[src/hw/rtl/tms_pkg.sv]
// Shared types and constants for the single-tape Turing machine.
// Used by tms_match_cell and turing_machine_step_top. No dependencies.
package tms_pkg;

    localparam int MAX_STATES  = 16;
    localparam int MAX_SYMBOLS = 8;
    localparam int TAPE_CELLS  = 256;

    localparam int STATE_W  = $clog2(MAX_STATES);
    localparam int SYM_W    = $clog2(MAX_SYMBOLS);
    localparam int HEAD_W   = $clog2(TAPE_CELLS);
    localparam int TBL_AW   = STATE_W + SYM_W;
    localparam int CHAR_W   = 8;
    localparam int CNT_W    = 4;
    localparam int LIST_W   = 64;

    // item kinds
    localparam logic [2:0] K_LOAD_ENTRY = 3'd0;
    localparam logic [2:0] K_LOAD_CELL  = 3'd1;
    localparam logic [2:0] K_STEP       = 3'd2;
    localparam logic [2:0] K_READ_CELL  = 3'd3;
    localparam logic [2:0] K_RESTART    = 3'd4;

    // head moves
    localparam logic [1:0] MV_LEFT  = 2'd0;
    localparam logic [1:0] MV_RIGHT = 2'd1;
    localparam logic [1:0] MV_NONE  = 2'd2;
    localparam logic [1:0] MV_BAD   = 2'd3;

    // status codes
    localparam logic [2:0] ST_RUNNING    = 3'd0;
    localparam logic [2:0] ST_HALTED     = 3'd1;
    localparam logic [2:0] ST_LEFT_EDGE  = 3'd2;
    localparam logic [2:0] ST_BAD_MOVE   = 3'd3;
    localparam logic [2:0] ST_UNKNOWN    = 3'd4;
    localparam logic [2:0] ST_RIGHT_EDGE = 3'd5;

    // configuration register indexes
    localparam logic CFG_SYMBOL_LIST  = 1'b0;
    localparam logic CFG_SYMBOL_COUNT = 1'b1;

    typedef struct packed {
        logic [2:0]        kind;
        logic [3:0]        state_index;
        logic [2:0]        symbol_index;
        logic [7:0]        cell_index;
        logic [7:0]        char_value;
        logic [1:0]        move_code;
        logic [3:0]        next_state;
        logic              halt_flag;
    } cmd_t;

    typedef struct packed {
        logic [3:0]        current_state;
        logic [7:0]        head_position;
        logic [2:0]        status_code;
        logic [7:0]        read_char;
    } res_t;

    typedef struct packed {
        logic              halt;
        logic [STATE_W-1:0] next;
        logic [1:0]        move;
        logic [CHAR_W-1:0] ch;
    } entry_t;

    // word passed from one match cell to the next
    typedef struct packed {
        logic              valid;
        logic [CHAR_W-1:0] ch;
        logic              found;
        logic [SYM_W-1:0]  idx;
    } link_t;

endpackage

[src/hw/rtl/tms_match_cell.sv]
// One cell of the symbol match chain: compares the passing character with one symbol.
// Depends on tms_pkg for link_t and widths.
module tms_match_cell (
    input  logic                       clk,
    input  logic                       rst_n,
    input  tms_pkg::link_t             up,
    input  logic [tms_pkg::CHAR_W-1:0] symbol,
    input  logic                       active,
    input  logic [tms_pkg::SYM_W-1:0]  cell_id,
    output tms_pkg::link_t             down
);

    logic                       valid_reg;
    logic [tms_pkg::CHAR_W-1:0] ch_reg;
    logic                       found_reg;
    logic [tms_pkg::SYM_W-1:0]  idx_reg;
    logic                       hit;

    // first match wins: a cell only claims the word if nothing upstream did
    assign hit = active && !up.found && (symbol == up.ch);

    always_ff @(posedge clk or negedge rst_n)
    begin
        if (!rst_n)
        begin
            valid_reg <= 1'b0;
        end
        else
        begin
            valid_reg <= up.valid;
        end
    end

    always_ff @(posedge clk)
    begin
        ch_reg    <= up.ch;
        found_reg <= up.found | hit;
        idx_reg   <= hit ? cell_id : up.idx;
    end

    assign down.valid = valid_reg;
    assign down.ch    = ch_reg;
    assign down.found = found_reg;
    assign down.idx   = idx_reg;

endmodule

[src/hw/rtl/turing_machine_step_top.sv]
// Single-tape Turing machine: control, tape and transition memories, match chain.
// Depends on tms_pkg and tms_match_cell.
//
//   channel  | handshake                 | payload
//   ---------+---------------------------+-------------------------------
//   command  | cmd_valid / cmd_ready     | cmd (tms_pkg::cmd_t)
//   result   | res_valid / res_ready     | res (tms_pkg::res_t)
//   config   | cfg_write (no wait)       | cfg_index, cfg_data
//
// A step word goes from acceptance to a valid result through one tape read, the
// match chain, the table read as the word leaves the chain, the commit and the
// result load. An unknown symbol ends after the chain with no table read or
// commit; a stopped machine's step and every other kind go straight to the result
// load. One word is in work at a time: the next word is taken in the cycle after
// the result is loaded. Reset clears the tape at once through per-cell valid bits.
// A waiting result is held in the output register while the next word is taken;
// a second finished word waits for the output register and stalls the input.
module turing_machine_step_top (
    input  logic                       clk,
    input  logic                       rst_n,
    input  logic                       cmd_valid,
    output logic                       cmd_ready,
    input  tms_pkg::cmd_t              cmd,
    output logic                       res_valid,
    input  logic                       res_ready,
    output tms_pkg::res_t              res,
    input  logic                       cfg_write,
    input  logic                       cfg_index,
    input  logic [tms_pkg::LIST_W-1:0] cfg_data
);

    localparam logic [2:0] S_IDLE  = 3'd0;
    localparam logic [2:0] S_FETCH = 3'd1;
    localparam logic [2:0] S_MATCH = 3'd2;
    localparam logic [2:0] S_TABLE = 3'd3;
    localparam logic [2:0] S_DONE  = 3'd4;

    logic [2:0]                  state_reg, state_next;
    logic [tms_pkg::STATE_W-1:0] mstate_reg, mstate_next;
    logic [tms_pkg::HEAD_W-1:0]  head_reg, head_next;
    logic [2:0]                  stop_reg, stop_next;
    tms_pkg::cmd_t               cmd_reg, cmd_next;
    tms_pkg::res_t               res_reg, res_next;
    logic                        res_valid_reg, res_valid_next;
    logic [tms_pkg::LIST_W-1:0]  sym_list_reg;
    logic [tms_pkg::CNT_W-1:0]   sym_cnt_reg;

    // transition memory, undefined until loaded
    tms_pkg::entry_t             tbl_mem [tms_pkg::MAX_STATES*tms_pkg::MAX_SYMBOLS];
    tms_pkg::entry_t             tbl_q;
    tms_pkg::entry_t             tbl_wdata;
    logic                        tbl_we, tbl_re;
    logic [tms_pkg::TBL_AW-1:0]  tbl_raddr;

    // tape memory with per-cell valid bits so reset reads back zero
    logic [tms_pkg::CHAR_W-1:0]  tape_mem [tms_pkg::TAPE_CELLS];
    logic [tms_pkg::TAPE_CELLS-1:0] tape_vld_reg;
    logic [tms_pkg::CHAR_W-1:0]  tape_q;
    logic                        tape_vld_q;
    logic                        tape_we, tape_re;
    logic [tms_pkg::HEAD_W-1:0]  tape_waddr, tape_raddr;
    logic [tms_pkg::CHAR_W-1:0]  tape_wdata, tape_char;

    tms_pkg::link_t              link [tms_pkg::MAX_SYMBOLS+1];
    tms_pkg::link_t              tail;
    logic                        inject;
    logic                        accept;

    assign accept    = cmd_valid && cmd_ready;
    assign cmd_ready = (state_reg == S_IDLE);
    assign res_valid = res_valid_reg;
    assign res       = res_reg;
    assign tape_char = tape_vld_q ? tape_q : '0;

    // ---------------- match chain ----------------
    assign link[0].valid = inject;
    assign link[0].ch    = tape_char;
    assign link[0].found = 1'b0;
    assign link[0].idx   = '0;
    assign tail          = link[tms_pkg::MAX_SYMBOLS];

    for (genvar i = 0; i < tms_pkg::MAX_SYMBOLS; i++)
    begin : g_cell
        logic active;
        assign active = (sym_cnt_reg > tms_pkg::CNT_W'(i));
        tms_match_cell u_cell (
            .clk     (clk),
            .rst_n   (rst_n),
            .up      (link[i]),
            .symbol  (sym_list_reg[tms_pkg::CHAR_W*i +: tms_pkg::CHAR_W]),
            .active  (active),
            .cell_id (tms_pkg::SYM_W'(i)),
            .down    (link[i+1])
        );
    end

    // ---------------- configuration ----------------
    always_ff @(posedge clk or negedge rst_n)
    begin
        if (!rst_n)
        begin
            sym_list_reg <= '0;
            sym_cnt_reg  <= tms_pkg::CNT_W'(1);
        end
        else if (cfg_write)
        begin
            case (cfg_index)
                tms_pkg::CFG_SYMBOL_LIST:  sym_list_reg <= cfg_data;
                tms_pkg::CFG_SYMBOL_COUNT: sym_cnt_reg  <= cfg_data[tms_pkg::CNT_W-1:0];
                default: ;
            endcase
        end
    end

    // ---------------- memories ----------------
    assign tbl_wdata.halt = cmd.halt_flag;
    assign tbl_wdata.next = cmd.next_state;
    assign tbl_wdata.move = cmd.move_code;
    assign tbl_wdata.ch   = cmd.char_value;
    assign tbl_raddr      = {mstate_reg, tail.idx};

    always_ff @(posedge clk)
    begin
        if (tbl_we)
        begin
            tbl_mem[{cmd.state_index, cmd.symbol_index}] <= tbl_wdata;
        end
        if (tbl_re)
        begin
            tbl_q <= tbl_mem[tbl_raddr];
        end
    end

    always_ff @(posedge clk)
    begin
        if (tape_we)
        begin
            tape_mem[tape_waddr] <= tape_wdata;
        end
        if (tape_re)
        begin
            tape_q <= tape_mem[tape_raddr];
        end
    end

    always_ff @(posedge clk or negedge rst_n)
    begin
        if (!rst_n)
        begin
            tape_vld_reg <= '0;
            tape_vld_q   <= 1'b0;
        end
        else
        begin
            if (tape_we)
            begin
                tape_vld_reg[tape_waddr] <= 1'b1;
            end
            if (tape_re)
            begin
                tape_vld_q <= tape_vld_reg[tape_raddr];
            end
        end
    end

    // ---------------- control ----------------
    always_comb
    begin
        state_next     = state_reg;
        mstate_next    = mstate_reg;
        head_next      = head_reg;
        stop_next      = stop_reg;
        cmd_next       = cmd_reg;
        res_next       = res_reg;
        res_valid_next = res_valid_reg && !res_ready;
        tbl_we         = 1'b0;
        tbl_re         = 1'b0;
        tape_we        = 1'b0;
        tape_re        = 1'b0;
        tape_waddr     = '0;
        tape_wdata     = '0;
        tape_raddr     = '0;
        inject         = 1'b0;

        case (state_reg)
            S_IDLE:
            begin
                if (cmd_valid)
                begin
                    cmd_next   = cmd;
                    state_next = S_DONE;
                    case (cmd.kind)
                        tms_pkg::K_LOAD_ENTRY:
                        begin
                            tbl_we = 1'b1;
                        end
                        tms_pkg::K_LOAD_CELL:
                        begin
                            tape_we    = 1'b1;
                            tape_waddr = cmd.cell_index;
                            tape_wdata = cmd.char_value;
                        end
                        tms_pkg::K_STEP:
                        begin
                            // a stopped machine ignores steps
                            if (stop_reg == tms_pkg::ST_RUNNING)
                            begin
                                tape_re    = 1'b1;
                                tape_raddr = head_reg;
                                state_next = S_FETCH;
                            end
                        end
                        tms_pkg::K_READ_CELL:
                        begin
                            tape_re    = 1'b1;
                            tape_raddr = cmd.cell_index;
                        end
                        tms_pkg::K_RESTART:
                        begin
                            mstate_next = '0;
                            head_next   = '0;
                            stop_next   = tms_pkg::ST_RUNNING;
                        end
                        default: ;
                    endcase
                end
            end
            S_FETCH:
            begin
                inject     = 1'b1;
                state_next = S_MATCH;
            end
            S_MATCH:
            begin
                if (tail.valid)
                begin
                    if (!tail.found)
                    begin
                        stop_next  = tms_pkg::ST_UNKNOWN;
                        state_next = S_DONE;
                    end
                    else
                    begin
                        tbl_re     = 1'b1;
                        state_next = S_TABLE;
                    end
                end
            end
            S_TABLE:
            begin
                // the character is written even when the move then faults
                tape_we    = 1'b1;
                tape_waddr = head_reg;
                tape_wdata = tbl_q.ch;
                state_next = S_DONE;
                case (tbl_q.move)
                    tms_pkg::MV_LEFT:
                    begin
                        if (head_reg == '0)
                        begin
                            stop_next = tms_pkg::ST_LEFT_EDGE;
                        end
                        else
                        begin
                            head_next = head_reg - tms_pkg::HEAD_W'(1);
                        end
                    end
                    tms_pkg::MV_RIGHT:
                    begin
                        if (head_reg == tms_pkg::HEAD_W'(tms_pkg::TAPE_CELLS - 1))
                        begin
                            stop_next = tms_pkg::ST_RIGHT_EDGE;
                        end
                        else
                        begin
                            head_next = head_reg + tms_pkg::HEAD_W'(1);
                        end
                    end
                    tms_pkg::MV_NONE: ;
                    default:
                    begin
                        stop_next = tms_pkg::ST_BAD_MOVE;
                    end
                endcase
                if ((tbl_q.move == tms_pkg::MV_LEFT && head_reg != '0) ||
                    (tbl_q.move == tms_pkg::MV_RIGHT &&
                     head_reg != tms_pkg::HEAD_W'(tms_pkg::TAPE_CELLS - 1)) ||
                    tbl_q.move == tms_pkg::MV_NONE)
                begin
                    if (tbl_q.halt)
                    begin
                        stop_next = tms_pkg::ST_HALTED;
                    end
                    else
                    begin
                        mstate_next = tbl_q.next;
                    end
                end
            end
            S_DONE:
            begin
                // hold until the output register is free
                if (!res_valid_reg || res_ready)
                begin
                    res_next.current_state = mstate_reg;
                    res_next.head_position = head_reg;
                    res_next.status_code   = stop_reg;
                    res_next.read_char     = (cmd_reg.kind == tms_pkg::K_READ_CELL) ?
                                             tape_char : '0;
                    res_valid_next = 1'b1;
                    state_next     = S_IDLE;
                end
            end
            default:
            begin
                state_next = S_IDLE;
            end
        endcase
    end

    always_ff @(posedge clk or negedge rst_n)
    begin
        if (!rst_n)
        begin
            state_reg     <= S_IDLE;
            mstate_reg    <= '0;
            head_reg      <= '0;
            stop_reg      <= tms_pkg::ST_RUNNING;
            res_valid_reg <= 1'b0;
        end
        else
        begin
            state_reg     <= state_next;
            mstate_reg    <= mstate_next;
            head_reg      <= head_next;
            stop_reg      <= stop_next;
            res_valid_reg <= res_valid_next;
        end
    end

    always_ff @(posedge clk)
    begin
        cmd_reg <= cmd_next;
        res_reg <= res_next;
    end

    // ---------------- assertions ----------------
    a_tail_in_match: assert property (@(posedge clk) disable iff (!rst_n)
        tail.valid |-> state_reg == S_MATCH)
        else $error("match chain word arrived outside the match phase");

    a_stop_code_range: assert property (@(posedge clk) disable iff (!rst_n)
        stop_reg <= tms_pkg::ST_RIGHT_EDGE)
        else $error("status code out of range");

    a_stopped_step: assert property (@(posedge clk) disable iff (!rst_n)
        (accept && cmd.kind == tms_pkg::K_STEP && stop_reg != tms_pkg::ST_RUNNING)
        |=> state_reg == S_DONE && $stable(head_reg) && $stable(stop_reg))
        else $error("step on a stopped machine changed the machine");

    a_head_hold: assert property (@(posedge clk) disable iff (!rst_n)
        (state_reg != S_TABLE && !(accept && cmd.kind == tms_pkg::K_RESTART))
        |=> $stable(head_reg))
        else $error("head moved outside a commit or restart");

endmodule
[config.mk]
export PLATFORM = sky130hd
export DESIGN_NAME = turing_machine_step_top
export DESIGN_NICKNAME = d
export VERILOG_FILES = /design/src/hw/rtl/tms_pkg.sv /design/src/hw/rtl/tms_match_cell.sv /design/src/hw/rtl/turing_machine_step_top.sv
export SDC_FILE = /design/constraint.sdc
export NUM_CORES = 2
export LEC_CHECK = 0
export BUFFER_PORTS_ARGS = -buffer_cell sky130_fd_sc_hd__buf_2
export CORE_MARGIN = 5
export CORE_UTILIZATION = 29
export CTS_CLUSTER_SIZE = 8
export DETAILED_ROUTE_END_ITERATION = 8
export PLACE_DENSITY = 0.54
export SLEW_MARGIN = 20
export SYNTH_ARGS = -nofsm -noshare
export SYNTH_HDL_FRONTEND = slang
export SYNTH_SLANG_ARGS = --single-unit
[constraint.sdc]
create_clock -name clk -period 5.6 [get_ports clk]
set_clock_uncertainty 0.2 [all_clocks]
set_input_delay 0 -clock clk [delete_from_list [all_inputs] [get_ports clk]]
set_output_delay 0 -clock clk [all_outputs]
set_load 0.02 [all_outputs]
# Yosys cells after proc, flatten, opt, wreduce, memory -nomap -nowiden
# Memories as Yosys holds them, arrays and structs flattened. A register that Yosys moved wholly into a read port is not among the register bits.
# Cells that the tools add are included.
totals:
  mem_count: 2
  mem_bits_rw: 3968
  elab_cells: 209
  input_bits: 103
  output_inout_bits: 25
  register_bits: 459
memory_table:
  columns: ["memory", "words", "word_bits", "read_ports", "rd_ports_with_merged_regs", "wr", "line_no", "source"]
  rows:
  - ["tape_mem", 256, 8, 1, 1, 1, "turing_machine_step_top.sv:56", "logic [tms_pkg::CHAR_W-1:0] tape_mem [tms_pkg::TAPE_CELLS];"]
  - ["tbl_mem", 128, 15, 1, 1, 1, "turing_machine_step_top.sv:49", "tms_pkg::entry_t tbl_mem [tms_pkg::MAX_STATES*tms_pkg::MAX_SYMBOLS];"]
classes:
  add_sub_neg: 2
  reduce_logical: 47
  n_lt_le_gt_ge: 11
  n_bitwise: 9
  n_mux: 63
  eq_ne: 31
ops:
  columns: ["op", "n"]
  rows:
  - ["$or A256 B256 Y256", 1]
  - ["$mux W8", 12]
  - ["$pmux W8 S2", 5]
  - ["$eq A8 B8 Y1", 8]
  - ["$mux W3", 14]
  - ["$mux W1", 20]
  - ["$logic_and A1 B1 Y1", 19]
  - ["$lt A8 B9 Y1 const B", 2]
  - ["$pmux W3 S3", 2]
  - ["$gt A4 B3 Y1 const B", 4]
  - ["$mux W4", 4]
  - ["$eq A3 B2 Y1 const B", 5]
  - ["$pmux W3 S5", 1]
  - ["$ne A2 B2 Y1 const B", 5]
  - ["$reduce_and A5 Y1", 2]
  - ["$logic_not A1 Y1", 9]
  - ["$logic_not A3 Y1", 3]
  - ["$ne A3 B3 Y1 const B", 3]
  - ["$add A8 B1 Y8 const B", 1]
  - ["$bmux W1 S8", 1]
  - ["$demux W1 S8", 1]
  - ["$eq A8 B8 Y1 const B", 1]
  - ["$ge A8 B1 Y1 const B", 1]
  - ["$gt A4 B1 Y1 const B", 2]
  - ["21 further kinds", 37]

# Logic depth before layout (Yosys ltp)
logic_depth:
  word_depth: 9
  mapped_depth: 16
  ltp_nobuf: 11

# By module
# A second synthesis with hierarchy kept.
hier_totals:
  cells_unflattened: 10566
  hier_area_um2: 176321.6
by_module_without_submodules:
  columns: ["module", "instances", "area_per_inst_um2", "cells_per_inst", "seq_area_each_um2"]
  rows:
  - ["turing_machine_step_top", 1, 172828.3, 10318, 129235.2]
  - ["tms_match_cell", 8, 436.7, 31, 265.3]

# Worst setup path before layout
# Ideal clock, no wire load.
synth_timing:
  kind: "register -> register"
  from: "register state_reg[1]"
  to: "memory tape_mem[0][0] in the netlist's numbering (data pin)"
  synth_period_minus_slack_ns: 6.411
  n_path_buf: 2
  t_arrival_ns: 5.345
  stages_incl_launch_ff: 8
  setup_time_ns: 0.866
  setup_slack_ns: -0.811
  t_required_ns: 4.534
  path_cell_list: "dfrtp_1 or2_0 clkbuf_1 nor2_1 nand2_1 nor4b_2 clkbuf_1 a22o_1"
synth_between:
  elab_chain_cells: 2
  word_cells_on_any_way: 3
  cone_classes: "eq/ne: 1; mux: 1; reduce/logical: 1"
synth_rtl:
  columns: ["item", "line_no", "source"]
  rows:
  - ["from (decl)", "turing_machine_step_top.sv:38", "logic [2:0] state_reg, state_next;"]
  - ["from (signal assigned)", "turing_machine_step_top.sv:333", "state_reg <= state_next;"]
  - ["$logic_not A3 Y1", null, null]
  - ["via cmd_ready", "turing_machine_step_top.sv:22", "output logic cmd_ready,"]
  - ["$pmux W8 S2", "turing_machine_step_top.sv:185", "case (state_reg)"]
  - ["via tape_wdata (one bit)", "turing_machine_step_top.sv:62", "logic [tms_pkg::CHAR_W-1:0] tape_wdata, tape_char;"]
  - ["to (decl)", "turing_machine_step_top.sv:56", null]
# The timed path passes the listed nets, and every way through them passes these cells.

# Worst setup path in the final report
layout_timing:
  from: "register stop_reg[1]"
  to: "register tape_q[6] in the netlist's numbering, read port of tape_mem (data pin)"
layout_between:
  elab_chain_cells: 5
  word_cells_on_any_way: 9
  cone_classes: "mux: 8; reduce/logical: 1"
layout_rtl:
  columns: ["item", "line_no", "source"]
  rows:
  - ["from (decl)", "turing_machine_step_top.sv:41", "logic [2:0] stop_reg, stop_next;"]
  - ["from (signal assigned)", "turing_machine_step_top.sv:328", "stop_reg <= tms_pkg::ST_RUNNING;"]
  - ["from (signal assigned)", "turing_machine_step_top.sv:336", "stop_reg <= stop_next;"]
  - ["$logic_not A3 Y1 (*)", "turing_machine_step_top.sv:206", "if (stop_reg == tms_pkg::ST_RUNNING)"]
  - ["$mux W8 or $mux W1 (tied branches)", "turing_machine_step_top.sv:206", null]
  - ["$pmux W8 S2 or $pmux W1 S2 (tied branches)", "turing_machine_step_top.sv:192", "case (cmd.kind)"]
  - ["$mux W8 or $mux W1 (tied branches)", "turing_machine_step_top.sv:188", "if (cmd_valid)"]
  - ["$mux W8 or $mux W1 (tied branches)", "turing_machine_step_top.sv:185", null]
  - ["to (decl)", "turing_machine_step_top.sv:58", "logic [tms_pkg::CHAR_W-1:0] tape_q;"]
# Every way passes the cells marked *; elsewhere a longest branch is shown, timed or not.
# A chain may end at the register's enable or synchronous reset.

==> results.txt <==
The flow ran to the end, and the final reports show no timing, DRC or antenna violations. The global-route wire length before repair came out at 773000 microns. The number of core rows is 285. Ranked by total cell area, the synthesized netlist is headed by edfxtp_1 (69%), mux4_2 (8.1%), dfrtp_1 (5.0%), nand2_1 (2.1%), nor2_1 (1.4%).

The register with the most flip-flops in the layout has 2048 of them. Buffers placed on the I/O ports in this run total 127. In this run the cell area of the synthesized design comes to 175000 sq um.

The initial antenna violation count is 48. STA classifies the critical path startpoint as a flop. The net count of the mapped netlist is 10600, and the actual slew at the worst max-slew pin is 1.31 ns. Of all cell types, the one taking the most synthesized area is edfxtp_1. Total power divided by cell area: 359 nW/um^2. The tools report the number of slew-limit violations in the final report as 0. Setup repair after global routing left no endpoint under its margin.

The post-route netlist has 21.1% of its cells at a drive strength greater than 1. Ratio of routed vias to standard cells: 5.22. The post-layout net count was 11500; the total clock sinks was 4450. The startpoint of the worst-slack reg-to-reg timing path is stop_reg[1]. For the number of setup violations in the final report, the log shows 0.

The maximum fanout along the worst path works out to 18. The leading cell type by number of instances after synthesis was edfxtp_1. Die height: 787 microns. The tools report the warning count from the yosys run as 0. Counting instances, the worst hold path has a depth of 4. The tools report the first-pass iteration count of the detailed router as 6. The placement-stage cell area is 189000 sq um. Entering global routing, the biggest net connects 151 pins. Sorting the synthesized cells by how often they occur yields edfxtp_1 (4017), nand2_1 (987), nor2_1 (631).

The total congestion overflow is 0. Across all register-to-register paths, the minimum setup slack is 0.07 ns. Clock-pin slew was measured on the worst setup and hold paths at 0.05 ns. STA puts the critical path data arrival time at 6.19 ns. The path class of the tightest hold or removal check is in -> reg.

Dividing the synthesized area by the synthesized cell count gives 16.7 sq um. The count of non-filler cells in the finished layout came out at 19800. The die covers 620000 sq um. The startpoint identified for the worst hold timing path is cfg_data[46]. Once detailed placement completed, the half-perimeter wirelength came to 328000 microns. The count of nets left with antenna violations once routing finished came out at 0. After synthesis, flip-flops and latches occupy 74.8% of the total area. For the cell total after placement, the log shows 18500. The run gives 6.26 ns as the data required time of the critical path. Shortest clock period the worst path allows after layout: 5.53 ns.

Synthesis produced 10500 cells. Distinct cell type count of the synthesized netlist: 94. The die is 787 microns wide. Counting along the longest clock path gives a buffer depth of 4. The synthesized design devotes to its leading area cell type 68.8% of total area. The tree is rooted in a clkbuf_16.

The number of cells on the worst reg-to-reg path is 11. The analysis attributes to cell leakage a power of 0.0685 uW. The layout overhead on the synthesized area is 19.6%. The most used flip-flop cell after synthesis is edfxtp_1. Of the available clock period, the critical path in the final layout requires 98.7%. Area of the core region: 602000 sq um. The worst slew slack as a fraction of its limit was 12.1%; the post-synthesis register bit count was 4450. TritonCTS built the clock tree. The routed via count was 103000; the via count of the first global-routing pass was 102000. Across the run, the number of max-cap violations was 0. The run gives 0 as the remaining design rule violation count. The first routing iteration left 11200 violations. The share of flip-flops with an asynchronous set or reset after synthesis was 7.91%. After detailed routing, the average wire length per cell comes to 27.4 microns.

Peak ir drop on the vdd network: 0.000366 V. The final count of hold timing violations is 0, and the insertion delay to the later sink of the worst-skew pair is 1.07 ns. In this run, CTS created clock tree buffers numbering 626.

The type of the worst setup path is reg -> reg. The type of element capturing the critical path is a flop. The initial standard-cell utilization of the core was 29.1%; the number of flops mapped to enable cells by yosys was 4017.

The number of levels the H-tree was split into was 6. The number of setup buffers added after CTS is 0. The tools report the end point of the worst hold path as sym_list_reg[46]. The overall fraction of global-route tracks in use was 16.8%. After routing the design area is 210000 sq um. The tools report the endpoint of the worst register-to-register path as tape_q[6]. The logs give 128 for the number of primary I/O pins and 542000 microns for the total length of routed wires. The final estimated routing congestion in global placement came out at 0.873. The tools report the fmax as 181 MHz.
-- report_power, final --
| group | switching, uW | internal, uW | leakage, uW |
|---|---|---|---|
| registers | 270 | 36400 | 0.0409 |
| clock network | 13900 | 20800 | 0.00852 |
| logic | 2550 | 1430 | 0.0191 |
-- worst max-delay path, cell delays in order, from the launching register on --
cell and delay, ns:
dfrtp_1 0.41, or3_1 0.58, o31ai_4 0.73, nand3_2 0.62, buf_4 0.48, a211oi_1 0.37
a311o_1 0.16, a211o_1 0.29, o311ai_0 0.43, a211oi_2 0.59, buf_4 0.21, nor4b_1 0.23
-- how the worst max path moves through the flow --
stage / start / to / slack, ns / depth (start not counted)
after CTS: state_reg[1] / tape_q[1] / 0.06 / 12
after global routing: state_reg[1] / tape_mem[96][1] / 0.01 / 14
after detailed placement: state_reg[1] / tape_q[1] / 0.08 / 12
final: stop_reg[1] / tape_q[6] / 0.07 / 11
after global placement: state_reg[1] / tape_q[1] / -0.1 / 12
after floorplan: state_reg[1] / tape_mem[0][0] / 0.97 / 7
-- timing repair --
item / in CTS / in global routing
hold endpoints to repair: 5467 / 0
hold buffers: 263 / 0
gates resized for setup: 0 / 3
setup endpoints to repair: 0 / 10
-- metal layers --
layer  up-vias  part of all wire (%)  global-route usage, %
li1      43200                     -                      -
met1     54500                    43                   23.9
met2      4582                    45                   26.0
met3       869                   8.4                   3.38
met4        16                   3.3                   5.31
met5         -                 0.019                      0
-- per-stage QoR --
step / hold slack [ns] / total power [uW] / util (%) / setup TNS (ns) / setup slack [ns]
5_1_grt: 0.0704 / 77600 / 34.8 / 0 / 0.0102
3_3_place_gp: -0.178 / 41000 / 31.4 / -0.0966 / -0.0966
3_5_place_dp: -0.173 / 41000 / 31.4 / 0 / 0.0821
2_1_floorplan: -0.496 / 39100 / - / 0 / 0.975
4_1_cts: 0.00772 / 75900 / 34.8 / 0 / 0.0599
6_report: 0.0962 / 75300 / 34.8 / 0 / 0.0732
-- cell usage in the layout (no fill, tap or decap), types with 111 or more instances in the layout --
cell type	instances
nor2_1	620
o21ai_0	198
mux2i_1	128
dlygate4sd3_1	250
nand3_1	262
edfxtp_1	4017
clkbuf_16	641
and3_1	250
a21oi_1	150
buf_4	540
buf_2	111
nand2_1	969
mux4_2	630
nor3_1	329
dfrtp_1	350
clkbuf_1	260
or2_2	187
a211oi_1	295
a31oi_1	205
-- final cells by class --
class | instances | area [sq um]
clock buffers | 901 | 17000
flip-flops and latches | 4450 | 131000
multi-input cells | 5278 | 41200
clock inverters | 44 | 699
inverters | 31 | 124
fillers | 56900 | 393000
well taps | 8036 | 10100
diodes | 14 | 35.0
repair buffers | 1013 | 9400
-- logic make-up after synthesis --
logic type / after synthesis / share of synthesized area, %
and+or+nand+nor: 2913 / 7.73
buffers and inverters: 761 / 1.92
xor gates and xnor gates: 69 / 0.345
DFF: 4450 / 74.8
adders and majority gates: 7 / 0.0543
AOI/OAI and AO/OA: 1424 / 5.65
muxes: 865 / 9.51
No activity file was read; power rests on OpenSTA's default activity.
